==> src/design/ilha_pkg.sv <==
// Package for the implicit-list heap allocator: constants, codes, state type
// and the structs that run between the sequencer, the shared adder and the RAM.
// Depends on nothing.
package ilha_pkg;

    localparam int HEAP_BYTES_DEF = 65536;
    localparam int WSIZE          = 4;
    localparam int DSIZE          = 8;
    localparam int MIN_BLOCK      = 2 * DSIZE;
    localparam int HEAP_START     = 4 * WSIZE;
    localparam int CHUNK_RESET    = 4096;

    localparam logic [31:0] TAG_EPILOGUE = 32'd1;
    localparam logic [31:0] TAG_PROLOGUE = 32'd9;

    localparam logic [31:0] OFF_ZERO = 32'd0;
    localparam logic [31:0] OFF_M4   = 32'hFFFF_FFFC;
    localparam logic [31:0] OFF_M8   = 32'hFFFF_FFF8;
    localparam logic [31:0] OFF_P15  = 32'd15;
    localparam logic [31:0] OFF_P16  = 32'd16;

    localparam logic REQ_ALLOC = 1'b0;
    localparam logic REQ_FREE  = 1'b1;

    localparam logic [1:0] ST_DONE    = 2'd0;
    localparam logic [1:0] ST_IGNORED = 2'd1;
    localparam logic [1:0] ST_OOM     = 2'd2;

    typedef enum logic [5:0] {
        S_CLR, S_IDLE, S_ASZ,
        S_FF0, S_FF1, S_FF2, S_FF3,
        S_EXT0, S_GR0, S_GR1, S_GR2, S_GR3, S_GR4,
        S_M0, S_M1, S_M2, S_M3, S_M4, S_M5, S_M6, S_M7, S_M8,
        S_MA1, S_MA2, S_MB1, S_MB2, S_MC1, S_MC2, S_MC3, S_MC4, S_MEND,
        S_PL0, S_PL1, S_PL2, S_PS1, S_PS2, S_PS3, S_PS4, S_PS5, S_PS6,
        S_PN1, S_PN2,
        S_FR0, S_FR1, S_FR2,
        S_DONE
    } t_state;

    typedef struct packed {
        logic [31:0] a;
        logic [31:0] b;
        logic [31:0] off;
        logic        neg;
    } t_alu_req;

    typedef struct packed {
        logic        re;
        logic        we;
        logic [31:0] addr;
        logic [31:0] wdata;
    } t_ram_req;

    typedef struct packed {
        logic        req_type;
        logic [15:0] size_bytes;
        logic [15:0] block_addr;
    } t_req;

    typedef struct packed {
        logic        valid;
        logic [1:0]  status;
        logic [15:0] payload_addr;
    } t_res;

endpackage

==> src/design/ilha_alu.sv <==
// Shared 32-bit adder of the allocator: a plus or minus b plus a small offset.
// Depends on ilha_pkg for the request struct.
module ilha_alu
    import ilha_pkg::*;
(
    input  t_alu_req    i_req,
    output logic [32:0] o_y
);

    logic [31:0] b_op;

    assign b_op = i_req.neg ? ~i_req.b : i_req.b;

    // With a zero offset and neg set, bit 32 is the carry, i.e. a >= b.
    assign o_y = {1'b0, i_req.a} + {1'b0, b_op} + {32'd0, i_req.neg} + {1'b0, i_req.off};

endmodule

==> config.mk <==
export PLATFORM = sky130hd
export DESIGN_NAME = ilha_alu
export DESIGN_NICKNAME = d
export VERILOG_FILES = /design/src/design/ilha_pkg.sv /design/src/design/ilha_alu.sv
export SDC_FILE = /design/constraint.sdc
export NUM_CORES = 1
export LEC_CHECK = 0
export ABC_AREA = 1
export BUFFER_PORTS_ARGS = -buffer_cell sky130_fd_sc_hd__buf_2
export CAP_MARGIN = 30
export CORE_MARGIN = 2
export CORE_UTILIZATION = 57
export DETAILED_ROUTE_END_ITERATION = 6
export PLACE_DENSITY = 0.95
export SLEW_MARGIN = 10
export SYNTH_ARGS = -nofsm -noshare
export SYNTH_HDL_FRONTEND = slang
export SYNTH_SLANG_ARGS = --single-unit
==> constraint.sdc <==
create_clock -name vclk -period 3.6
set_clock_uncertainty 0.1 [all_clocks]
set_input_delay 0.18 -clock vclk [all_inputs]
set_output_delay 0.18 -clock vclk [all_outputs]
set_load 0.02 [all_outputs]
Word level (Yosys, flattened, before mapping) --
Cells that the tools add are included.
Word-level totals: register bits after elaboration 0, input port bits 97, word-level logic and storage cells 5, output and inout port bits 33
Operators by class: $add $sub $neg 3, bitwise logic cells 1, multiplexer cells 1
Operators with widths (count):
- adder 32 x 32 -> 33 bit | 1
- adder 33 x 1 -> 33 bit | 1
- adder 33 x 32 -> 33 bit | 1
- 2-to-1 mux 32 bit | 1
- inverter 32 bit | 1

Longest topological paths before layout --
Gate-level depths: netlist of run 1.
depth in word-level cells 5, depth in mapped cells 15, depth with buffers taken out 14

Least setup slack after synthesis of run 1 --
No wires, ideal clock.
path type input -> output, start input port i_req[0] (netlist name), end output port o_y[15], slack 0.869 ns, data required time 3.320 ns, stages on the path 12, buffers on the path 2, arrival time 2.451 ns, path through buf_2 -> buf_2 -> xor2_1 -> fa_1 -> ha_1 -> nand2_1 -> inv_1 -> a21oi_1 -> nand2_2 -> nand2_1 -> nand2_2 -> xor2_1
Between the ends: word-level cells in the longest chain between the ends 4
Ends and longest elaborated chain:
- from (decl) | line ilha_alu.sv:6 | input t_alu_req i_req,
- 2-to-1 mux 32 bit | line ilha_alu.sv:12 | assign b_op = i_req.neg ? ~i_req.b : i_req.b;
- adder 32 x 32 -> 33 bit | line ilha_alu.sv:15 | assign o_y = {1'b0, i_req.a} + {1'b0, b_op} + {32'd0, i_req.neg} + {1'b0, i_req.off};
- adder 33 x 1 -> 33 bit * | line ilha_alu.sv:15
- adder 33 x 32 -> 33 bit * | line ilha_alu.sv:15
- to (decl) | line ilha_alu.sv:7 | output logic [32:0] o_y
Every way passes the cells marked *; elsewhere a longest branch is shown, timed or not.

Worst setup path after layout of run 1 --
Ends and elaborated chain as after synthesis.

==> flow_metrics.env, run 1 <==
export IMPL_post_cts_resized=0
export IMPL_core_um2=5816
export IMPL_dpl_cell_count=793
export IMPL_drc=0
export IMPL_cts_setup_buffers=0
export IMPL_yosys_warnings=0
export IMPL_fin_crit_sh=0.8894
export IMPL_rows=28
export IMPL_drv_cap=0
export IMPL_multi_input_area_um2=2903
export IMPL_seqCellArea_um2=0
export IMPL_power_density_nw_per_um2=457.5
export IMPL_finalHoldViolCount=0
export IMPL_cp_required_ns=3.32
export IMPL_fp_dieW_um=81.10
export IMPL_drt_wl_total_um=9835
export IMPL_hp_class="in2out"
export IMPL_hpwlAfterDp_um=9022
export IMPL_dieArea_um2=6577
export IMPL_syn_instance_count=591
export IMPL_yosys_top_cells_count="244 x nand2_1, 124 x inv_1, 46 x xor2_1"
export IMPL_peakVddDrop_uv=277.7
export IMPL_grt_usage=0.3029
export IMPL_rsz0062_at_grt="false"
export IMPL_viasPerCell=4.950
export IMPL_synth_area_leader_cell="nand2_1"
export IMPL_n_fill_cell=543
export IMPL_flops_and_latches=0
export IMPL_drt_first_pass_iters=5
export IMPL_clock_buffers=0
export IMPL_syn_to_final_growth_pct=21.97
export IMPL_period_needed_ns=3.202
export IMPL_synth_top_area_frac=0.2703
export IMPL_synth_nets=752
export IMPL_worstPathMaxFanout=24
export IMPL_gp_congestion=0.9690
export IMPL_yosys_top_cells_area="nand2_1 27%, fa_1 19%, inv_1 14%, xor2_1 12%, ha_1 12%"
export IMPL_vias=3925
export IMPL_placed_area_um2=4133
export IMPL_die_h_um=81.10
export IMPL_antenna_found_initial=0
export IMPL_status="completed"
export IMPL_fin_setup_tns_ns=0
export IMPL_grt_ovfl_total=0
export IMPL_ctsHoldBuffers=0
export IMPL_wire_per_inst_um=12.40
export IMPL_grt_max_degree=25
export IMPL_power_leakage_uw=0.002725
export IMPL_cp_arrival_ns=2.92
export IMPL_finalSetupViolCount=0
export IMPL_start_util=0.5826
export IMPL_fmax_mhz=312.3
export IMPL_grt_pass1_vias=3988
export IMPL_portBuffers=130
export IMPL_postLayoutCoreUtil=0.7106
export IMPL_synthesis_area_um2=3388
export IMPL_finalPower_uw=1891
export IMPL_worstMarginPinSlew_ns=0.3531
export IMPL_drive_gt1_frac=0.2006
export IMPL_yosys_cell_types_count=18
export IMPL_drtIter0Drc=112
export IMPL_io_pins=130
export IMPL_crit_type="in2out"
export IMPL_crit_path_end_kind="output port"
export IMPL_grt_pass1_wl_um=15880
export IMPL_cp_start_kind="input pin"
export IMPL_final_antenna_net_count=0
export IMPL_layout_nets=881
export IMPL_finalInstanceArea_um2=4133
export IMPL_drv_slew=0
export IMPL_yosysSeqAreaShare=0
export IMPL_finalNonFillerCells=793
export IMPL_syn_area_per_cell_um2=5.733
export IMPL_diodes=0
export IMPL_synth_most_common_cell="nand2_1"
export IMPL_relSlewSlack=0.7646
## power breakdown
group | internal [µW] | total [µW] | switching, µW
clock | 0 | 0 | 0
sequential | 0 | 0 | 0
combinational | 651 | 1890 | 1240
## layout make-up
class / instances / area share
Timing Repair Buffer: 131 / 0.1623
Inverter: 124 / 0.1126
Tap cell: 75 / 0.02271
Multi-Input combinational cell: 463 / 0.7024
## metrics by stage
stage	worst slack (ns)	hold WS [ns]
4_1_cts	0.3832	0.6071
3_5_place_dp	0.3830	0.6050
6_report	0.3981	0.6061
3_3_place_gp	0.4426	0.6005
2_1_floorplan	0.8685	0.4704
5_1_grt	0.1390	0.6295
## path summary, 6_finish.rpt
path	to	from	slack [ns]	cells past startpoint
setup / recovery	o_y[15]	i_req[0]	0.40	13
hold / removal	o_y[0]	i_req[65]	0.61	3
## worst max-delay path: stages
cell,delay (ns)
buf_2,0.31
buf_12,0.26
xor2_1,0.21
fa_1,0.45
ha_1,0.39
nand2_1,0.11
inv_1,0.08
nand2_1,0.07
nor3_1,0.16
nand2_1,0.10
nand2_2,0.12
xor2_1,0.26
buf_2,0.22
## routing by layer
metal,vias up,part of all wire,track usage
li1,2005,-,-
met1,1736,0.37,0.3024
met2,146,0.54,0.6355
met3,38,0.044,0.01222
met4,0,0.046,0.1271
met5,-,0,0
## logic make-up after synthesis
group                    after synthesis  synth area share
multiplexers                           1          0.003323
AO/OA/AOI/OAI                         22           0.03398
adder cells (fa/ha/maj)               64            0.3072
AND/OR/NAND/NOR                      327            0.3855
XOR/XNOR                              49            0.1267
buffers and inverters                128            0.1433
## cell usage in the layout (no fill, tap or decap)
master / n
inv_1: 124
xnor2_1: 3
nor2_1: 39
o21bai_1: 1
nand4_1: 3
nand2_1: 244
a21o_1: 1
mux2_2: 1
ha_1: 32
nor3_1: 4
nand2_2: 11
fa_1: 32
or2_1: 1
nand3_2: 1
nand3_1: 24
buf_12: 1
a21oi_1: 20
buf_2: 130
xor2_1: 46
Power figures use the tool's default switching activity.
==> run 2, diff against run 1 <==
- RECOVER_POWER: default -> 50
- TNS_END_PERCENT: default -> 20
==> run 2 against run 1 <==
Effect of this change: via count hardly changed; non-clock buffer count stayed put; count of clock-buffer cells in the layout stayed put; total power is 1.2% lower; setup slack better by 0.00097 ns; combinational power hardly changed; maximum frequency hardly changed; utilization is 0.32 points lower; sequential share of layout area stayed put; critical path depth stayed put; design area is 0.45% lower; cell count stayed put; largest cell class unchanged.
==> flow_metrics.env, run 2 (same netlist as run 1, synthesis figures left out) <==
export IMPL_status="completed"
export IMPL_crit_chain="buf_2 -> buf_12 -> xor2_1 -> fa_1 -> ha_1 -> nand2_1 -> inv_1 -> nand2_1 -> nor3_1 -> nand2_1 -> nand2_2 -> xor2_1 -> buf_2"
export IMPL_min_to="o_y[0]"
export IMPL_final_cell_mix="245 x nand2_1, 124 x inv_1, 117 x buf_2"
export IMPL_antenna_found_initial=0
export IMPL_drt_wl_total_um=9859
export IMPL_vias=3928
export IMPL_hpwlAfterDp_um=9022
export IMPL_p_sw_frac=0.6658
export IMPL_multi_input_area_um2=2900
export IMPL_clock_buffers=0
export IMPL_seqCellArea_um2=0
export IMPL_comb_power_share=1.000
export IMPL_grt_pass1_wl_um=15880
export IMPL_cp_required_ns=3.32
export IMPL_seq_power_share=0
export IMPL_crit_type="in2out"
export IMPL_rows=28
export IMPL_io_pins=130
export IMPL_fin_crit_sh=0.8891
export IMPL_worstMarginPinSlew_ns=0.3534
export IMPL_core_um2=5816
export IMPL_grt_pass1_vias=3988
export IMPL_final_antenna_net_count=0
export IMPL_slowest_stage="fa_1"
export IMPL_n_fill_cell=548
export IMPL_relSlewSlack=0.7644
export IMPL_drv_cap=0
export IMPL_hp_class="in2out"
export IMPL_finalNonFillerCells=793
export IMPL_power_switching_uw=1243
export IMPL_syn_to_final_growth_pct=21.42
export IMPL_p_clk_frac=0
export IMPL_peakVddDrop_uv=277.2
export IMPL_portBuffers=130
export IMPL_post_cts_resized=0
export IMPL_hold_start="i_req[65]"
export IMPL_period_needed_ns=3.201
export IMPL_gp_congestion=0.9690
export IMPL_fin_setup_tns_ns=0
export IMPL_fmax_mhz=312.4
export IMPL_diodes=0
export IMPL_grt_ovfl_total=0
export IMPL_dpl_cell_count=793
export IMPL_finalHoldViolCount=0
export IMPL_drtIter0Drc=109
export IMPL_grt_usage=0.3029
export IMPL_fp_dieW_um=81.10
export IMPL_rsz0062_at_grt="false"
export IMPL_wire_per_inst_um=12.43
export IMPL_grt_max_degree=25
export IMPL_cp_common_cell="nand2_1"
export IMPL_p_int_uw=624.1
export IMPL_postLayoutCoreUtil=0.7074
export IMPL_final_common_cell="nand2_1"
export IMPL_power_density_nw_per_um2=453.9
export IMPL_drive_gt1_frac=0.1811
export IMPL_drv_slew=0
export IMPL_crit_path_end_kind="output port"
export IMPL_worstPathMaxFanout=24
export IMPL_layout_nets=881
export IMPL_holdPathStages=3
export IMPL_viasPerCell=4.953
export IMPL_power_leakage_uw=0.002688
export IMPL_die_h_um=81.10
export IMPL_ctsHoldBuffers=0
export IMPL_cpPeakStageDelay_ns=0.45
export IMPL_cp_arrival_ns=2.92
export IMPL_cts_setup_buffers=0
export IMPL_drc=0
export IMPL_flops_and_latches=0
export IMPL_drt_first_pass_iters=5
export IMPL_dieArea_um2=6577
export IMPL_cp_start_kind="input pin"
export IMPL_finalSetupViolCount=0
export IMPL_start_util=0.5826
==> run 2: changes by cell type in the layout (fill, tap and decap cells not counted) <==
cell,previous run,this run
nand2_1,244,245
clkbuf_1,0,13
nand2_2,11,10
buf_2,130,117
==> run 2: worst max path at each step <==
| stage | start | endpoint | slack (ns) | cells after the start |
|---|---|---|---|---|
| 4_1_cts | i_req[0] | o_y[15] | 0.38 | 13 |
| 5_1_grt | i_req[0] | o_y[15] | 0.14 | 13 |
| 3_5_place_dp | i_req[0] | o_y[15] | 0.38 | 13 |
| 6_report | i_req[0] | o_y[15] | 0.40 | 13 |
| 3_3_place_gp | i_req[0] | o_y[30] | 0.44 | 16 |
| 2_1_floorplan | i_req[0] | o_y[15] | 0.87 | 12 |
==> run 2: area by class of cell <==
cell class,instances,share of cell area
well taps,75,0.02281
repair buffers,131,0.1591
multi-input cells,463,0.7050
inverters,124,0.1131
==> run 2: critical path: cells and delay by family <==
family	cells	cell delay, ns
AND/OR/NAND/NOR	5	0.56
buffers and inverters	4	0.87
adder cells (fa/ha/maj)	2	0.84
XOR/XNOR	2	0.47
==> run 2: routing by layer <==
layer / vias up / global-route usage / share of wire
met5: - / 0 / 0
met1: 1739 / 0.3024 / 0.37
met2: 145 / 0.6355 / 0.54
li1: 2004 / - / -
met4: 0 / 0.1271 / 0.046
met3: 40 / 0.01222 / 0.044
==> run 2: stage by stage <==
step           hold WS [ns]  instance area [µm²]  setup slack, ns  total power, µW
2_1_floorplan        0.4704                 3388           0.8685             1317
3_3_place_gp         0.6005                 4133           0.4426             1829
3_5_place_dp         0.6050                 4133           0.3830             1880
4_1_cts              0.6071                 4133           0.3832             1888
5_1_grt              0.6295                 4114           0.1390             2079
6_report             0.6061                 4114           0.3991             1867
==> run 2: power groups by stage <==
stage                     registers (µW)  clock network (µW)  logic, µW
final                                  0                   0       1870
after global routing                   0                   0       2080
after CTS                              0                   0       1890
after detailed placement               0                   0       1880
after global placement                 0                   0       1830
after floorplan                        0                   0       1320
