$ cat src/design/ilha_pkg.sv
// Package for the implicit-list heap allocator: constants, codes, state type
// and the structs that run between the sequencer, the shared adder and the RAM.
// Depends on nothing.
package ilha_pkg;

    localparam int HEAP_BYTES_DEF = 65536;
    localparam int WSIZE          = 4;
    localparam int DSIZE          = 8;
    localparam int MIN_BLOCK      = 2 * DSIZE;
    localparam int HEAP_START     = 4 * WSIZE;
    localparam int CHUNK_RESET    = 4096;

    localparam logic [31:0] TAG_EPILOGUE = 32'd1;
    localparam logic [31:0] TAG_PROLOGUE = 32'd9;

    localparam logic [31:0] OFF_ZERO = 32'd0;
    localparam logic [31:0] OFF_M4   = 32'hFFFF_FFFC;
    localparam logic [31:0] OFF_M8   = 32'hFFFF_FFF8;
    localparam logic [31:0] OFF_P15  = 32'd15;
    localparam logic [31:0] OFF_P16  = 32'd16;

    localparam logic REQ_ALLOC = 1'b0;
    localparam logic REQ_FREE  = 1'b1;

    localparam logic [1:0] ST_DONE    = 2'd0;
    localparam logic [1:0] ST_IGNORED = 2'd1;
    localparam logic [1:0] ST_OOM     = 2'd2;

    typedef enum logic [5:0] {
        S_CLR, S_IDLE, S_ASZ,
        S_FF0, S_FF1, S_FF2, S_FF3,
        S_EXT0, S_GR0, S_GR1, S_GR2, S_GR3, S_GR4,
        S_M0, S_M1, S_M2, S_M3, S_M4, S_M5, S_M6, S_M7, S_M8,
        S_MA1, S_MA2, S_MB1, S_MB2, S_MC1, S_MC2, S_MC3, S_MC4, S_MEND,
        S_PL0, S_PL1, S_PL2, S_PS1, S_PS2, S_PS3, S_PS4, S_PS5, S_PS6,
        S_PN1, S_PN2,
        S_FR0, S_FR1, S_FR2,
        S_DONE
    } t_state;

    typedef struct packed {
        logic [31:0] a;
        logic [31:0] b;
        logic [31:0] off;
        logic        neg;
    } t_alu_req;

    typedef struct packed {
        logic        re;
        logic        we;
        logic [31:0] addr;
        logic [31:0] wdata;
    } t_ram_req;

    typedef struct packed {
        logic        req_type;
        logic [15:0] size_bytes;
        logic [15:0] block_addr;
    } t_req;

    typedef struct packed {
        logic        valid;
        logic [1:0]  status;
        logic [15:0] payload_addr;
    } t_res;

endpackage

$ cat src/design/ilha_seq.sv
// Sequencer of the allocator: clearing pass, first-fit walk, heap growth,
// coalescing and block placement, all through one shared adder and one RAM port.
// Depends on ilha_pkg.
module ilha_seq
    import ilha_pkg::*;
#(
    parameter int HEAP_BYTES = HEAP_BYTES_DEF
) (
    input  logic        i_clk,
    input  logic        i_rst_n,
    input  logic        i_req_valid,
    input  t_req        i_req,
    output logic        o_ready,
    input  logic [16:0] i_chunk,
    input  logic        i_out_free,
    output t_res        o_res,
    output t_ram_req    o_ram,
    input  logic [31:0] i_ram_rdata,
    output t_alu_req    o_alu,
    input  logic [32:0] i_alu_y
);

    localparam int DEPTH = HEAP_BYTES / WSIZE;
    localparam int AW    = $clog2(DEPTH);
    localparam int MAXN  = HEAP_BYTES / DSIZE;
    localparam int CW    = $clog2(MAXN + 1);

    t_state r_state, n_state;

    logic [AW-1:0] r_clr;
    logic [CW-1:0] r_cnt;
    logic          r_init;
    logic          r_type;
    logic [15:0]   r_size;
    logic [31:0]   r_p, r_q, r_n, r_f, r_s, r_sz, r_qs, r_nsz, r_psz;
    logic [31:0]   r_asize, r_ext, r_cs, r_t, r_bp, r_brk;
    logic          r_al, r_pa;
    logic [1:0]    r_st;
    logic [15:0]   r_pay;

    logic [31:0] rd_sz;
    logic        rd_al;
    logic        carry;
    logic        accept;
    logic        ff_stop;
    logic        fit;
    logic        over;
    logic [31:0] init_word;

    assign rd_sz  = i_ram_rdata & ~32'd7;
    assign rd_al  = i_ram_rdata[0];
    assign carry  = i_alu_y[32];
    assign accept = i_req_valid && (r_state == S_IDLE);
    assign ff_stop = (rd_sz == 32'd0) || carry;
    assign fit    = !r_al && carry;
    assign over   = i_alu_y > 33'(HEAP_BYTES);

    always_comb begin
        case (r_clr)
            AW'(1), AW'(2): init_word = TAG_PROLOGUE;
            AW'(3):         init_word = TAG_EPILOGUE;
            default:        init_word = 32'd0;
        endcase
    end

    // Next state.
    always_comb begin
        n_state = r_state;
        unique case (r_state)
            S_CLR:  if (r_clr == AW'(DEPTH - 1)) n_state = S_GR0;
            S_IDLE: begin
                if (accept) begin
                    if (i_req.req_type == REQ_ALLOC) begin
                        n_state = (i_req.size_bytes == 16'd0) ? S_DONE : S_ASZ;
                    end else begin
                        n_state = (i_req.block_addr == 16'd0) ? S_DONE : S_FR0;
                    end
                end
            end
            S_ASZ:  n_state = S_FF0;
            S_FF0:  n_state = S_FF1;
            S_FF1:  n_state = ff_stop ? S_EXT0 : S_FF2;
            S_FF2:  n_state = fit ? S_PL0 : S_FF3;
            S_FF3:  n_state = (r_cnt == CW'(MAXN)) ? S_EXT0 : S_FF0;
            S_EXT0: n_state = S_GR0;
            S_GR0:  n_state = S_GR1;
            S_GR1:  n_state = over ? (r_init ? S_IDLE : S_DONE) : S_GR2;
            S_GR2:  n_state = S_GR3;
            S_GR3:  n_state = S_GR4;
            S_GR4:  n_state = S_M0;
            S_M0:   n_state = S_M1;
            S_M1:   n_state = S_M2;
            S_M2:   n_state = S_M3;
            S_M3:   n_state = S_M4;
            S_M4:   n_state = S_M5;
            S_M5:   n_state = S_M6;
            S_M6:   n_state = S_M7;
            S_M7:   n_state = S_M8;
            S_M8: begin
                if (r_pa && rd_al)  n_state = S_MEND;
                else if (r_pa)      n_state = S_MA1;
                else if (rd_al)     n_state = S_MB1;
                else                n_state = S_MC1;
            end
            S_MA1:  n_state = S_MA2;
            S_MA2:  n_state = S_MEND;
            S_MB1:  n_state = S_MB2;
            S_MB2:  n_state = S_MEND;
            S_MC1:  n_state = S_MC2;
            S_MC2:  n_state = S_MC3;
            S_MC3:  n_state = S_MC4;
            S_MC4:  n_state = S_MEND;
            S_MEND: begin
                if (r_init)                 n_state = S_IDLE;
                else if (r_type == REQ_FREE) n_state = S_DONE;
                else                        n_state = S_PL0;
            end
            S_PL0:  n_state = S_PL1;
            S_PL1:  n_state = S_PL2;
            S_PL2:  n_state = carry ? S_PS1 : S_PN1;
            S_PS1:  n_state = S_PS2;
            S_PS2:  n_state = S_PS3;
            S_PS3:  n_state = S_PS4;
            S_PS4:  n_state = S_PS5;
            S_PS5:  n_state = S_PS6;
            S_PS6:  n_state = S_DONE;
            S_PN1:  n_state = S_PN2;
            S_PN2:  n_state = S_DONE;
            S_FR0:  n_state = S_FR1;
            S_FR1:  n_state = S_FR2;
            S_FR2:  n_state = S_M0;
            S_DONE: if (i_out_free) n_state = S_IDLE;
            default: n_state = S_IDLE;
        endcase
    end

    // Adder operands and memory requests; every memory address but those of the clearing pass comes from the adder.
    always_comb begin
        o_alu       = '{a: 32'd0, b: 32'd0, off: OFF_ZERO, neg: 1'b0};
        o_ram.re    = 1'b0;
        o_ram.we    = 1'b0;
        o_ram.addr  = i_alu_y[31:0];
        o_ram.wdata = r_sz;
        unique case (r_state)
            S_CLR: begin
                o_ram.we    = 1'b1;
                o_ram.addr  = {{(30 - AW){1'b0}}, r_clr, 2'b00};
                o_ram.wdata = init_word;
            end
            S_ASZ:  o_alu = '{a: {16'd0, r_size}, b: 32'd0, off: OFF_P15, neg: 1'b0};
            S_FF0: begin
                o_alu    = '{a: r_p, b: 32'd0, off: OFF_M4, neg: 1'b0};
                o_ram.re = 1'b1;
            end
            S_FF1:  o_alu = '{a: r_p, b: r_brk, off: OFF_ZERO, neg: 1'b1};
            S_FF2:  o_alu = '{a: r_s, b: r_asize, off: OFF_ZERO, neg: 1'b1};
            S_FF3:  o_alu = '{a: r_p, b: r_s, off: OFF_ZERO, neg: 1'b0};
            S_EXT0: o_alu = '{a: {15'd0, i_chunk}, b: r_asize, off: OFF_ZERO, neg: 1'b1};
            S_GR0:  o_alu = '{a: {2'b00, r_ext[31:2]}, b: {31'd0, r_ext[2]},
                              off: OFF_ZERO, neg: 1'b0};
            S_GR1:  o_alu = '{a: r_brk, b: r_sz, off: OFF_ZERO, neg: 1'b0};
            S_GR2: begin
                o_alu    = '{a: r_p, b: 32'd0, off: OFF_M4, neg: 1'b0};
                o_ram.we = 1'b1;
            end
            S_GR3: begin
                o_alu    = '{a: r_p, b: r_sz, off: OFF_M8, neg: 1'b0};
                o_ram.we = 1'b1;
            end
            S_GR4: begin
                o_alu       = '{a: r_p, b: r_sz, off: OFF_M4, neg: 1'b0};
                o_ram.we    = 1'b1;
                o_ram.wdata = TAG_EPILOGUE;
            end
            S_M0: begin
                o_alu    = '{a: r_p, b: 32'd0, off: OFF_M8, neg: 1'b0};
                o_ram.re = 1'b1;
            end
            S_M1:   o_alu = '{a: r_p, b: rd_sz, off: OFF_ZERO, neg: 1'b1};
            S_M2: begin
                o_alu    = '{a: r_q, b: 32'd0, off: OFF_M4, neg: 1'b0};
                o_ram.re = 1'b1;
            end
            S_M3:   o_alu = '{a: r_q, b: rd_sz, off: OFF_M8, neg: 1'b0};
            S_M4: begin
                o_alu    = '{a: r_f, b: 32'd0, off: OFF_ZERO, neg: 1'b0};
                o_ram.re = 1'b1;
            end
            S_M5: begin
                o_alu    = '{a: r_p, b: 32'd0, off: OFF_M4, neg: 1'b0};
                o_ram.re = 1'b1;
            end
            S_M6:   o_alu = '{a: r_p, b: rd_sz, off: OFF_ZERO, neg: 1'b0};
            S_M7: begin
                o_alu    = '{a: r_n, b: 32'd0, off: OFF_M4, neg: 1'b0};
                o_ram.re = 1'b1;
            end
            S_M8: begin
                if (r_pa)       o_alu = '{a: r_psz, b: rd_sz, off: OFF_ZERO, neg: 1'b0};
                else if (rd_al) o_alu = '{a: r_psz, b: r_qs, off: OFF_ZERO, neg: 1'b0};
                else            o_alu = '{a: r_n, b: rd_sz, off: OFF_M8, neg: 1'b0};
            end
            S_MA1: begin
                o_alu    = '{a: r_p, b: 32'd0, off: OFF_M4, neg: 1'b0};
                o_ram.we = 1'b1;
            end
            S_MA2: begin
                o_alu    = '{a: r_p, b: r_sz, off: OFF_M8, neg: 1'b0};
                o_ram.we = 1'b1;
            end
            S_MB1: begin
                o_alu    = '{a: r_p, b: r_psz, off: OFF_M8, neg: 1'b0};
                o_ram.we = 1'b1;
            end
            S_MB2: begin
                o_alu    = '{a: r_q, b: 32'd0, off: OFF_M4, neg: 1'b0};
                o_ram.we = 1'b1;
            end
            S_MC1:  o_alu = '{a: r_psz, b: r_qs, off: OFF_ZERO, neg: 1'b0};
            S_MC2:  o_alu = '{a: r_sz, b: r_nsz, off: OFF_ZERO, neg: 1'b0};
            S_MC3: begin
                o_alu    = '{a: r_q, b: 32'd0, off: OFF_M4, neg: 1'b0};
                o_ram.we = 1'b1;
            end
            S_MC4: begin
                o_alu    = '{a: r_f, b: 32'd0, off: OFF_ZERO, neg: 1'b0};
                o_ram.we = 1'b1;
            end
            S_PL0: begin
                o_alu    = '{a: r_p, b: 32'd0, off: OFF_M4, neg: 1'b0};
                o_ram.re = 1'b1;
            end
            S_PL1:  o_alu = '{a: r_asize, b: 32'd0, off: OFF_P16, neg: 1'b0};
            S_PL2:  o_alu = '{a: r_cs, b: r_t, off: OFF_ZERO, neg: 1'b1};
            S_PS1: begin
                o_alu       = '{a: r_p, b: 32'd0, off: OFF_M4, neg: 1'b0};
                o_ram.we    = 1'b1;
                o_ram.wdata = r_asize | 32'd1;
            end
            S_PS2: begin
                o_alu       = '{a: r_p, b: r_asize, off: OFF_M8, neg: 1'b0};
                o_ram.we    = 1'b1;
                o_ram.wdata = r_asize | 32'd1;
            end
            S_PS3:  o_alu = '{a: r_p, b: r_asize, off: OFF_ZERO, neg: 1'b0};
            S_PS4:  o_alu = '{a: r_cs, b: r_asize, off: OFF_ZERO, neg: 1'b1};
            S_PS5: begin
                o_alu    = '{a: r_q, b: 32'd0, off: OFF_M4, neg: 1'b0};
                o_ram.we = 1'b1;
            end
            S_PS6: begin
                o_alu    = '{a: r_q, b: r_sz, off: OFF_M8, neg: 1'b0};
                o_ram.we = 1'b1;
            end
            S_PN1: begin
                o_alu       = '{a: r_p, b: 32'd0, off: OFF_M4, neg: 1'b0};
                o_ram.we    = 1'b1;
                o_ram.wdata = r_cs | 32'd1;
            end
            S_PN2: begin
                o_alu       = '{a: r_p, b: r_cs, off: OFF_M8, neg: 1'b0};
                o_ram.we    = 1'b1;
                o_ram.wdata = r_cs | 32'd1;
            end
            S_FR0: begin
                o_alu    = '{a: r_p, b: 32'd0, off: OFF_M4, neg: 1'b0};
                o_ram.re = 1'b1;
            end
            S_FR1: begin
                o_alu       = '{a: r_p, b: 32'd0, off: OFF_M4, neg: 1'b0};
                o_ram.we    = 1'b1;
                o_ram.wdata = rd_sz;
            end
            S_FR2: begin
                o_alu    = '{a: r_p, b: r_sz, off: OFF_M8, neg: 1'b0};
                o_ram.we = 1'b1;
            end
            default: o_ram.re = 1'b0;
        endcase
    end

    // Control registers.
    always_ff @(posedge i_clk) begin
        if (!i_rst_n) begin
            r_state <= S_CLR;
            r_clr   <= '0;
            r_init  <= 1'b1;
            r_brk   <= 32'(HEAP_START);
        end else begin
            r_state <= n_state;
            if (r_state == S_CLR) begin
                r_clr <= r_clr + AW'(1);
            end
            if (r_state == S_MEND || (r_state == S_GR1 && over)) begin
                r_init <= 1'b0;
            end
            if (r_state == S_GR1 && !over) begin
                r_brk <= i_alu_y[31:0];
            end
        end
    end

    // Working registers.
    always_ff @(posedge i_clk) begin
        case (r_state)
            S_CLR:  r_ext <= 32'(CHUNK_RESET);
            S_IDLE: begin
                r_type <= i_req.req_type;
                r_size <= i_req.size_bytes;
                r_p    <= {16'd0, i_req.block_addr};
                r_pay  <= 16'd0;
                r_st   <= ((i_req.req_type == REQ_ALLOC && i_req.size_bytes == 16'd0) ||
                           (i_req.req_type == REQ_FREE && i_req.block_addr == 16'd0))
                          ? ST_IGNORED : ST_DONE;
            end
            S_ASZ: begin
                r_asize <= (r_size <= 16'(DSIZE)) ? 32'(MIN_BLOCK)
                                                  : (i_alu_y[31:0] & ~32'd7);
                r_p     <= 32'(2 * WSIZE);
                r_cnt   <= '0;
            end
            S_FF1: begin
                r_s  <= rd_sz;
                r_al <= rd_al;
            end
            S_FF2:  r_bp <= r_p;
            S_FF3: begin
                r_p   <= i_alu_y[31:0];
                r_cnt <= r_cnt + CW'(1);
            end
            S_EXT0: r_ext <= carry ? {15'd0, i_chunk} : r_asize;
            S_GR0:  r_sz <= {i_alu_y[29:0], 2'b00};
            S_GR1: begin
                r_p <= r_brk;
                if (over) begin
                    r_st <= ST_OOM;
                end
            end
            S_M1:   r_q <= i_alu_y[31:0];
            S_M3: begin
                r_qs <= rd_sz;
                r_f  <= i_alu_y[31:0];
            end
            S_M5:   r_pa <= rd_al;
            S_M6: begin
                r_psz <= rd_sz;
                r_n   <= i_alu_y[31:0];
            end
            S_M8: begin
                r_nsz <= rd_sz;
                if (r_pa || rd_al) begin
                    r_sz <= i_alu_y[31:0];
                end else begin
                    r_f <= i_alu_y[31:0];
                end
            end
            S_MB2, S_MC4: r_p <= r_q;
            S_MC1, S_MC2: r_sz <= i_alu_y[31:0];
            S_MEND: r_bp <= r_p;
            S_PL1: begin
                r_cs <= rd_sz;
                r_t  <= i_alu_y[31:0];
            end
            S_PS3:  r_q <= i_alu_y[31:0];
            S_PS4:  r_sz <= i_alu_y[31:0];
            S_PS6, S_PN2: r_pay <= r_bp[15:0];
            S_FR1:  r_sz <= rd_sz;
            default: r_t <= r_t;
        endcase
    end

    assign o_ready = (r_state == S_IDLE);
    assign o_res   = '{valid: (r_state == S_DONE), status: r_st, payload_addr: r_pay};

endmodule

$ cat config.mk
export PLATFORM = sky130hd
export DESIGN_NAME = ilha_seq
export DESIGN_NICKNAME = d
export VERILOG_FILES = /design/src/design/ilha_pkg.sv /design/src/design/ilha_seq.sv
export SDC_FILE = /design/constraint.sdc
export NUM_CORES = 1
export LEC_CHECK = 0
export BUFFER_PORTS_ARGS = -buffer_cell sky130_fd_sc_hd__buf_2
export CAP_MARGIN = 15
export CELL_PAD_IN_SITES_DETAIL_PLACEMENT = 0
export CELL_PAD_IN_SITES_GLOBAL_PLACEMENT = 1
export CORE_UTILIZATION = 47
export CTS_CLUSTER_SIZE = 16
export DETAILED_ROUTE_END_ITERATION = 10
export PLACE_DENSITY_LB_ADDON = 0.1
export SLEW_MARGIN = 40
export SYNTH_ARGS = -nofsm -noshare
export SYNTH_HDL_FRONTEND = slang
export SYNTH_SLANG_ARGS = --single-unit
export TNS_END_PERCENT = 30
$ cat constraint.sdc
create_clock -name i_clk -period 7.4 [get_ports i_clk]
set_clock_uncertainty 0.2 [all_clocks]
set_input_delay 1.11 -clock i_clk [delete_from_list [all_inputs] [get_ports i_clk]]
set_output_delay 1.11 -clock i_clk [all_outputs]
set_load 0.05 [all_outputs]
After elaboration in Yosys (flattened, before gate mapping)
Index checks and enable logic that the tools add are counted.
Widths: inputs -> output; s select.
{"block": "totals", "output_inout_bits": 183, "mem_bits_ro": 0, "ramBits": 0, "wordCells": 169, "mem_count": 0, "latchBits": 0, "in_bits": 119, "regBits": 521}
{"block": "op_classes", "n_shift": 0, "magnitude_cmp": 2, "n_eq_ne": 56, "n_mul": 0, "addsub": 2, "n_bitwise": 1, "muxes": 38, "reduce_logical": 44, "n_div": 0}
{"cell": "$pmux 97 s28", "n": 1}
{"cell": "$pmux 32 s5", "n": 2}
{"cell": "$pmux 6 s42", "n": 1}
{"cell": "$mux 97", "n": 2}
{"cell": "$mux 32", "n": 4}
{"cell": "$pmux 32 s2", "n": 2}
{"cell": "$pmux 32 s4", "n": 1}
{"cell": "$eq 6x5->1 const B", "n": 16}
{"cell": "$eq 6x6->1 const B", "n": 14}
{"cell": "$mux 6", "n": 9}
{"cell": "$eq 6x4->1 const B", "n": 8}
{"cell": "$gt 33x17->1 const B", "n": 1}
{"cell": "$logic_not 16->1", "n": 2}
{"cell": "$logic_not 32->1", "n": 1}
{"cell": "$pmux 16 s2", "n": 1}
{"cell": "$add 14x1->14 const B", "n": 2}
{"cell": "$eq 14x14->1 const B", "n": 2}
{"cell": "$eq 14x2->1 const B", "n": 2}
{"cell": "$pmux 14 s2", "n": 1}
{"cell": "$eq 6x3->1 const B", "n": 4}
{"cell": "$reduce_or 18->1", "n": 1}
{"cell": "$reduce_or 2->1", "n": 9}
{"cell": "$le 16x4->1 const B", "n": 1}
{"cell": "$eq 14x1->1 const B", "n": 1}
{"cell": "25 further kinds", "n": 55}

Longest topological paths before layout
Gate-level depths: netlist of run 1.
{"block": "logic_depth", "depth_word": 5, "ltp_mapped": 12, "depth_no_buf": 7}

Worst setup path before layout of run 1
OpenSTA, ideal clock, no wires.
{"block": "synth_timing", "kind": "flip-flop to flip-flop", "from": "reg r_state[5]", "to": "reg r_n[0] (enable)", "required_ps": 6645, "setup_time_ps": 555, "n_path_buf": 3, "period_less_slack_ps": 5813, "path_slack_ps": 1587, "arrival_ps": 5057, "path_stages_with_launch": 6, "path_cell_list": "dfxtp_1 buf_2 buf_2 nand2b_1 buf_2 nor3_1"}
{"block": "synth_between", "elab_chain_len": 1}
{"element": "from (decl)", "line": "ilha_seq.sv:28", "rtl": "t_state r_state, n_state;"}
{"element": "from (signal assigned)", "line": "ilha_seq.sv:290", "rtl": "r_state <= n_state;"}
{"element": "$eq 6x5->1", "line": "ilha_seq.sv:305", "rtl": "case (r_state)"}
{"element": "to (signal assigned)", "line": "ilha_seq.sv:347", "rtl": "r_n <= i_alu_y[31:0];"}
{"element": "to (decl)", "line": "ilha_seq.sv:35", "rtl": "logic [31:0] r_p, r_q, r_n, r_f, r_s, r_sz, r_qs, r_nsz, r_psz;"}
No other way between the ends.
A chain may end at the register's enable or synchronous reset.

==> flow_summary.rst, run 1 <==
.. list-table::
   :header-rows: 1

   * - Metric
     - Value
   * - Final count of negative-setup-slack endpoints
     - 0
   * - Worst Path Buf+Inv
     - 3
   * - Crit path DAT
     - 4.47 ns
   * - Area of the mapped netlist
     - 24,500 um^2
   * - Initial antenna violation count
     - 4
   * - Path type of the worst setup path
     - flip-flop to output port
   * - GR Util met1
     - 0.502
   * - Maximum clock path buffer count
     - 3
   * - #FFs+latches synth
     - 516
   * - Number of optimization iterations in the first detailed-route pass
     - 8
   * - Number of buffers added on ports
     - 299
   * - Total overflow reported by the global router
     - 0
   * - Tightest slew margin relative to the limit
     - 0.401
   * - Die boundary width
     - 230 um
   * - Ordered cell list for the critical path
     - buf_4 -> or2_1 -> nor3_2 -> buf_4 -> a22o_1 -> a221oi_1 -> nand4_1 -> a221o_1 -> buf_2
   * - Net count of the mapped netlist
     - 2,160
   * - Unrepaired setup endpoints after global routing
     - no
   * - Cells after Synth
     - 2,036
   * - Period minus WS final
     - 5.78 ns
   * - Cell types with the largest area share after synthesis
     - edfxtp_1, a22oi_1, dfxtp_1, a222oi_1, nand2_1
   * - Setup bufs post-CTS
     - 0
   * - RePlAce Congestion
     - 0.932
   * - Pins Over Slew Limit
     - 0
   * - Number of cells on the worst hold path
     - 0
   * - Most used DFF post-synth
     - edfxtp_1
   * - Fmax
     - 0.173 GHz
   * - Clock network latency to the later pin of the worst-skew pair
     - 0.62 ns
   * - Starting Density
     - 0.476
   * - Fraction of final layout cells with drive strength greater than 1
     - 0.217
   * - IO Count
     - 302
   * - Root Buffer
     - clkbuf_16
   * - CP endpoint kind
     - output port
   * - Static Leak
     - 10.7 nW
   * - Vias per std cell
     - 6.97
   * - Vias in the first global route
     - 19.5k
   * - Residual DRC count
     - 0
   * - Wire length of the first global-routing pass
     - 139,000 um
   * - Net count reported at finish
     - 2,385
   * - Share of the synthesized area in the top cell type
     - 0.568
   * - Total clock buffers created by CTS
     - 55
   * - Cell type with the highest aggregate area in the netlist
     - edfxtp_1
   * - Peak VDD IR
     - 0.182 mV
   * - Distinct cell type count after synthesis
     - 76
   * - Cell mode on critical path
     - buf_4
   * - Deepest level of the CTS H-tree
     - 2
   * - Most frequently used cell type in the post-synthesis netlist
     - edfxtp_1
   * - Via count
     - 20.8k
   * - DR iter-0 viols
     - 4,098
   * - Synthesized area per cell
     - 12.0 um^2
   * - Core outline area
     - 51,400 um^2
   * - Detail Placement HPWL
     - 58,200 um
   * - Data required time at the worst endpoint
     - 6.09 ns
   * - Number of sinks driven by the clock tree
     - 516
   * - Number of hold buffers added after CTS
     - 0
   * - Worst hold path class
     - flip-flop to flip-flop
   * - Grt met3 use
     - 0.0790
   * - Number of fill cells
     - 4,412
   * - Aggregate global-route resource usage
     - 0.363
   * - Min setup slack post-route
     - 1.62 ns
   * - Resize count post-CTS
     - 0
   * - Most congested layer reported by global routing
     - met2
   * - DP Worst Slack
     - 2.40 ns
   * - Average detailed-routed wire length per instance
     - 32.8 um
   * - Count of synthesis-stage warnings from yosys
     - 0
   * - Final hold vios
     - 0
   * - Total wire length
     - 98,200 um
   * - Crit start category
     - flip-flop
   * - Post-route clock period utilization
     - 0.781
   * - Sequential share of the synthesized area
     - 0.611
   * - Power density over the cells
     - 219 nW/um^2
   * - Largest net degree at the start of global routing
     - 91
   * - TritonCTS clock tree
     - built
   * - Met2 Use GR
     - 0.551
   * - Row count
     - 83
   * - Chip height
     - 230 um
   * - Actual transition at the worst max-transition pin
     - 0.896 ns
   * - Number of cells on the worst reg-to-reg path
     - 9
   * - Number of enable flip-flop cells after synthesis
     - 463
   * - Clock transition at the registers of the reported paths
     - 0.06 ns
   * - Largest fanout on the critical path
     - 36
   * - Slowest cell on the critical path
     - dfxtp_2
   * - Setup TNS
     - 0 ns
   * - Status
     - finished clean
   * - Top cells by instance count after synthesis
     - edfxtp_1, nand2_1, a22oi_1
   * - Proportion of synthesized flip-flops having asynchronous set or reset
     - 0
   * - Maximum cell stage delay along the critical path
     - 0.81 ns
   * - Die area
     - 53,000 um^2
   * - Max-cap violations
     - 0
   * - Relative area change from synthesis to final layout
     - 16.7%
   * - Crit-path leading delay family
     - compound AO/OA/AOI/OAI gates
   * - Residual antenna-violating net count after detailed routing
     - 0
   * - Instance count on the critical path
     - 9
## cells in the final DEF, fill, tap and decap left out, types with 67 or more instances in the layout
cell | Yosys | routed
a21oi_1 | 72 | 70
a221o_1 | 68 | 67
a222oi_1 | 85 | 85
a22oi_1 | 211 | 211
and2_1 | 93 | 93
buf_2 | 48 | 298
edfxtp_1 | 463 | 463
nand2_1 | 222 | 221
nand3_1 | 71 | 71
nor2_1 | 79 | 74
## cell type report
| class | instances | area, um^2 | share of cell area |
|---|---|---|---|
| well taps | 680 | 851 | 0.0298 |
| inverters | 20 | 77.6 | 0.00272 |
| clock buffers | 75 | 1520 | 0.0533 |
| repair buffers | 360 | 2020 | 0.0708 |
| clock inverters | 27 | 369 | 0.0129 |
| flip-flops and latches | 516 | 15000 | 0.524 |
| multi-input cells | 1308 | 8750 | 0.306 |
| diodes | 3 | 7.51 | 0.000263 |
## state kept, by name, indices dropped and copies added, names as in the netlist, 16 cells and up
register	cells
r_asize	29
r_bp	16
r_brk	32
r_cs	29
r_ext	30
r_f	32
r_n	32
r_nsz	29
r_p	32
r_pay	16
r_psz	29
r_q	32
r_qs	29
r_s	29
r_size	16
r_sz	32
r_t	32
## cells by family after synthesis
logic type	synth area share
mux	0.0139
flops	0.611
xor+xnor	0.00787
compound gates	0.184
fa+ha+maj	0.00302
simple gates	0.139
buf+inv	0.0405
## final timing paths
kind | startpoint | slack [ns] | endpoint
setup / recovery | r_state[4] | 1.62 | o_alu[72]
hold reg to reg | r_p[0] | 0.26 | r_bp[0]
hold / removal | r_p[0] | 0.26 | r_bp[0]
setup reg to reg | r_state[4] | 3.04 | r_p[6]
## routing by layer
metal  vias to the layer above  routed length, um
li1                       8550                  -
met3                       255              12700
met1                     10300              37400
met5                         -                 27
met4                         4               4070
met2                      1734              44100
## stage by stage
stage / hold slack (ns) / total power [mW] / std cells / utilization / instance area (um^2)
after global placement: 0.240 / 3.39 / 2883 / 0.518 / 26600
final: 0.261 / 6.27 / 2989 / 0.556 / 28600
after CTS: 0.260 / 6.27 / 2986 / 0.555 / 28500
after global routing: 0.263 / 6.39 / 2988 / 0.556 / 28600
after floorplan: 0.228 / 3.28 / 2036 / - / 24500
after detailed placement: 0.246 / 3.40 / 2884 / 0.519 / 26700
## where the power goes
part	internal (mW)	switching [mW]	leakage (nW)
Clock	1.75	1.18	0.927
Sequential	3.16	0.00218	4.71
Combinational	0.0463	0.131	5.12
Power figures use the tool's default switching activity.
==> run 2, diff against run 1 <==
--- a/config.mk
+++ b/config.mk
@@ -5,11 +5,12 @@
 export SDC_FILE = /design/constraint.sdc
 export NUM_CORES = 1
 export LEC_CHECK = 0
+export ABC_AREA = 1
 export BUFFER_PORTS_ARGS = -buffer_cell sky130_fd_sc_hd__buf_2
 export CAP_MARGIN = 15
 export CELL_PAD_IN_SITES_DETAIL_PLACEMENT = 0
 export CELL_PAD_IN_SITES_GLOBAL_PLACEMENT = 1
-export CORE_UTILIZATION = 47
+export CORE_UTILIZATION = 45
 export CTS_CLUSTER_SIZE = 16
 export DETAILED_ROUTE_END_ITERATION = 10
 export PLACE_DENSITY_LB_ADDON = 0.1
==> constraint.sdc (replaced) <==
create_clock -name i_clk -period 6 [get_ports i_clk]
set_clock_uncertainty 0.2 [all_clocks]
set_input_delay 0.9 -clock i_clk [delete_from_list [all_inputs] [get_ports i_clk]]
set_output_delay 0.9 -clock i_clk [all_outputs]
set_load 0.05 [all_outputs]
==> run 2 against run 1 <==
  * Sequential power rose by 31%
  * Die area rose by 8.6%
  * Critical path type unchanged
  * Global-route usage rose by 3.4 points
  * Total power rose by 41%
  * Critical endpoint is now o_alu[5]
  * Sequential share of layout area fell by 2.2 points
  * Design area rose by 4.4%
  * Core utilization fell by 1.8 points
  * Clock power rose by 24%
  * Critical path depth rose by 2
  * Sequential cell count did not move
  * Combinational power rose to 6.0 times the previous value
  * Largest cell class unchanged
  * Register-to-register slack got worse by 1.1 ns
==> flow_summary.rst, run 2 <==
.. list-table::
   :header-rows: 1

   * - Metric
     - Value
   * - Number of cells in the finished layout apart from fillers
     - 3,927
   * - Clock transition at the registers of the reported paths
     - 0.06 ns
   * - Share of the synthesized area in compound gates (AO/OA/AOI/OAI)
     - 0.102
   * - Commonest cells after routing, fill and taps aside
     - nand2_1, edfxtp_1, inv_1, nor2_1, buf_2
   * - Min Hold Slack
     - 0.253 ns
   * - Final core utilization
     - 0.537
   * - Setup bufs post-CTS
     - 0
   * - Wire length of the first global-routing pass
     - 160,000 um
   * - Min setup slack post-route
     - 0.770 ns
   * - Slowest cell on the critical path
     - nand2_1
   * - Detail Placement HPWL
     - 76,700 um
   * - Row count
     - 86
   * - Resize count post-CTS
     - 0
   * - Largest fanout on the critical path
     - 25
   * - Number of optimization iterations in the first detailed-route pass
     - 6
   * - Final hold vios
     - 0
   * - Total wire length
     - 115,000 um
   * - Crit start category
     - flip-flop
   * - Max-cap violations
     - 0
   * - Actual transition at the worst max-transition pin
     - 0.857 ns
   * - Number of enable flip-flop cells after synthesis
     - 463
   * - Core outline area
     - 55,500 um^2
   * - Most used DFF post-synth
     - edfxtp_1
   * - Top cells by instance count after synthesis
     - nand2_1, edfxtp_1, nor2_1
   * - Number of hold buffers added after CTS
     - 0
   * - CP endpoint kind
     - output port
   * - Most frequent standard cell in the layout excluding fill and tap cells
     - nand2_1
   * - Total clock buffers created by CTS
     - 57
   * - #FFs+latches synth
     - 516
   * - Maximum cell stage delay along the critical path
     - 0.55 ns
   * - Starting Density
     - 0.459
   * - Power density over the cells
     - 297 nW/um^2
   * - Most frequently used cell type in the post-synthesis netlist
     - nand2_1
   * - TritonCTS clock tree
     - built
   * - DP Worst Slack
     - 1.54 ns
   * - Proportion of synthesized flip-flops having asynchronous set or reset
     - 0
   * - Peak VDD IR
     - 0.270 mV
   * - Period minus WS final
     - 5.23 ns
   * - Count of synthesis-stage warnings from yosys
     - 0
   * - Post-route clock period utilization
     - 0.872
   * - Static Leak
     - 12.8 nW
   * - IO Count
     - 302
   * - Cell types with the largest area share after synthesis
     - edfxtp_1, nand2_1, nor2_1, inv_1, dfxtp_1
   * - Pins Over Slew Limit
     - 0
   * - Worst Path Buf+Inv
     - 4
   * - Deepest level of the CTS H-tree
     - 2
   * - Aggregate global-route resource usage
     - 0.397
   * - Crit-path leading delay family
     - simple AND/OR/NAND/NOR gates
   * - Met2 Use GR
     - 0.609
   * - Average detailed-routed wire length per instance
     - 29.4 um
   * - Fraction of final layout cells with drive strength greater than 1
     - 0.165
   * - Distinct cell type count after synthesis
     - 48
   * - Area of the mapped netlist
     - 25,500 um^2
   * - Tightest slew margin relative to the limit
     - 0.426
   * - Cells after Synth
     - 2,832
   * - Relative area change from synthesis to final layout
     - 17.1%
   * - Vias in the first global route
     - 22.0k
   * - Largest net degree at the start of global routing
     - 58
   * - Die area
     - 57,600 um^2
   * - DR iter-0 viols
     - 3,807
   * - Fraction of the mapped netlist area in adder cells
     - 0.00246
   * - Clock network latency to the later pin of the worst-skew pair
     - 0.65 ns
   * - Cell type with the highest aggregate area in the netlist
     - edfxtp_1
   * - Crit path DAT
     - 4.13 ns
   * - Status
     - finished clean
   * - Worst hold path class
     - primary input to flip-flop
   * - Net count reported at finish
     - 3,252
   * - Via count
     - 23.8k
   * - Chip height
     - 240 um
   * - Main combinational cell family by area after synthesis
     - simple AND/OR/NAND/NOR gates
   * - Root Buffer
     - clkbuf_16
   * - Net count of the mapped netlist
     - 2,956
   * - Post-Place Cells
     - 3,817
   * - Most congested layer reported by global routing
     - met2
   * - Simple-gate share of the synthesized area
     - 0.233
   * - Maximum clock path buffer count
     - 3
   * - Vias per std cell
     - 6.06
   * - Fmax
     - 0.191 GHz
   * - Sequential share of the synthesized area
     - 0.587
   * - Data required time at the worst endpoint
     - 4.90 ns
   * - Setup TNS
     - 0 ns
   * - Die boundary width
     - 240 um
   * - Path type of the worst setup path
     - flip-flop to output port
   * - Number of buffers added on ports
     - 299
   * - Final count of negative-setup-slack endpoints
     - 0
   * - Share of synthesized area spent on multiplexers
     - 0
   * - Synth Area in XOR/XNOR
     - 0
   * - Residual antenna-violating net count after detailed routing
     - 0
   * - Number of fill cells
     - 5,280
   * - Grt met3 use
     - 0.0814
   * - RePlAce Congestion
     - 0.975
   * - Share of the synthesized area in the top cell type
     - 0.546
   * - Unrepaired setup endpoints after global routing
     - no
   * - Number of sinks driven by the clock tree
     - 516
   * - Cell mode on critical path
     - nand2_1
   * - Ordered cell list for the critical path
     - inv_2 -> nor2_1 -> nand2_1 -> nor2_4 -> nand3_1 -> nand2_1 -> inv_1 -> nand4_1 -> buf_4 -> or2_1 -> buf_2
   * - Total overflow reported by the global router
     - 0
   * - Synthesized area per cell
     - 9.00 um^2
   * - Initial antenna violation count
     - 4
   * - Residual DRC count
     - 0
   * - GR Util met1
     - 0.550
==> run 2: path summary, 6_finish.rpt <==
check        cells past startpoint        end  startpoint  slack (ns)
max                             11   o_alu[5]  r_state[0]        0.77
min                              1  r_size[9]   i_req[25]        0.25
max reg2reg                      9   r_sz[28]  r_state[5]        1.93
min reg2reg                      0    r_bp[7]      r_p[7]        0.25
==> run 2: kinds of logic (layout without fill, tap and decap cells) <==
group                    Yosys count  count (layout)
flip-flops                       516             516
buffers and inverters            463             808
AO/OA/AOI/OAI                    413             413
AND/OR/NAND/NOR                 1435            1435
adder cells (fa/ha/maj)            5               5
other                              0               2
==> run 2: metal layers <==
| metal | wire length [um] | up-vias |
|---|---|---|
| li1 | - | 10200 |
| met1 | 44200 | 11500 |
| met5 | 31 | - |
| met3 | 14600 | 296 |
| met2 | 51500 | 1807 |
| met4 | 4930 | 4 |
==> run 2: per-stage QoR <==
stage          power, mW  area (um^2)
2_1_floorplan       4.81        25500
5_1_grt             9.03        29800
3_3_place_gp        5.26        27900
4_1_cts             8.83        29800
6_report            8.86        29800
3_5_place_dp        5.27        27900
==> run 2: cell type report <==
| type | instances | area, um^2 | share of cell area |
|---|---|---|---|
| inverters | 323 | 1220 | 0.0409 |
| diodes | 2 | 5.00 | 0.000168 |
| repair buffers | 377 | 2130 | 0.0715 |
| clock inverters | 32 | 378 | 0.0127 |
| flip-flops and latches | 516 | 15000 | 0.502 |
| clock buffers | 76 | 1550 | 0.0519 |
| well taps | 748 | 936 | 0.0314 |
| multi-input cells | 1853 | 8650 | 0.290 |
==> run 2: power by group <==
group          switching, mW  internal [mW]
sequential            0.0805           4.06
combinational          0.876          0.195
clock                   1.56           2.08
total                   2.52           6.34
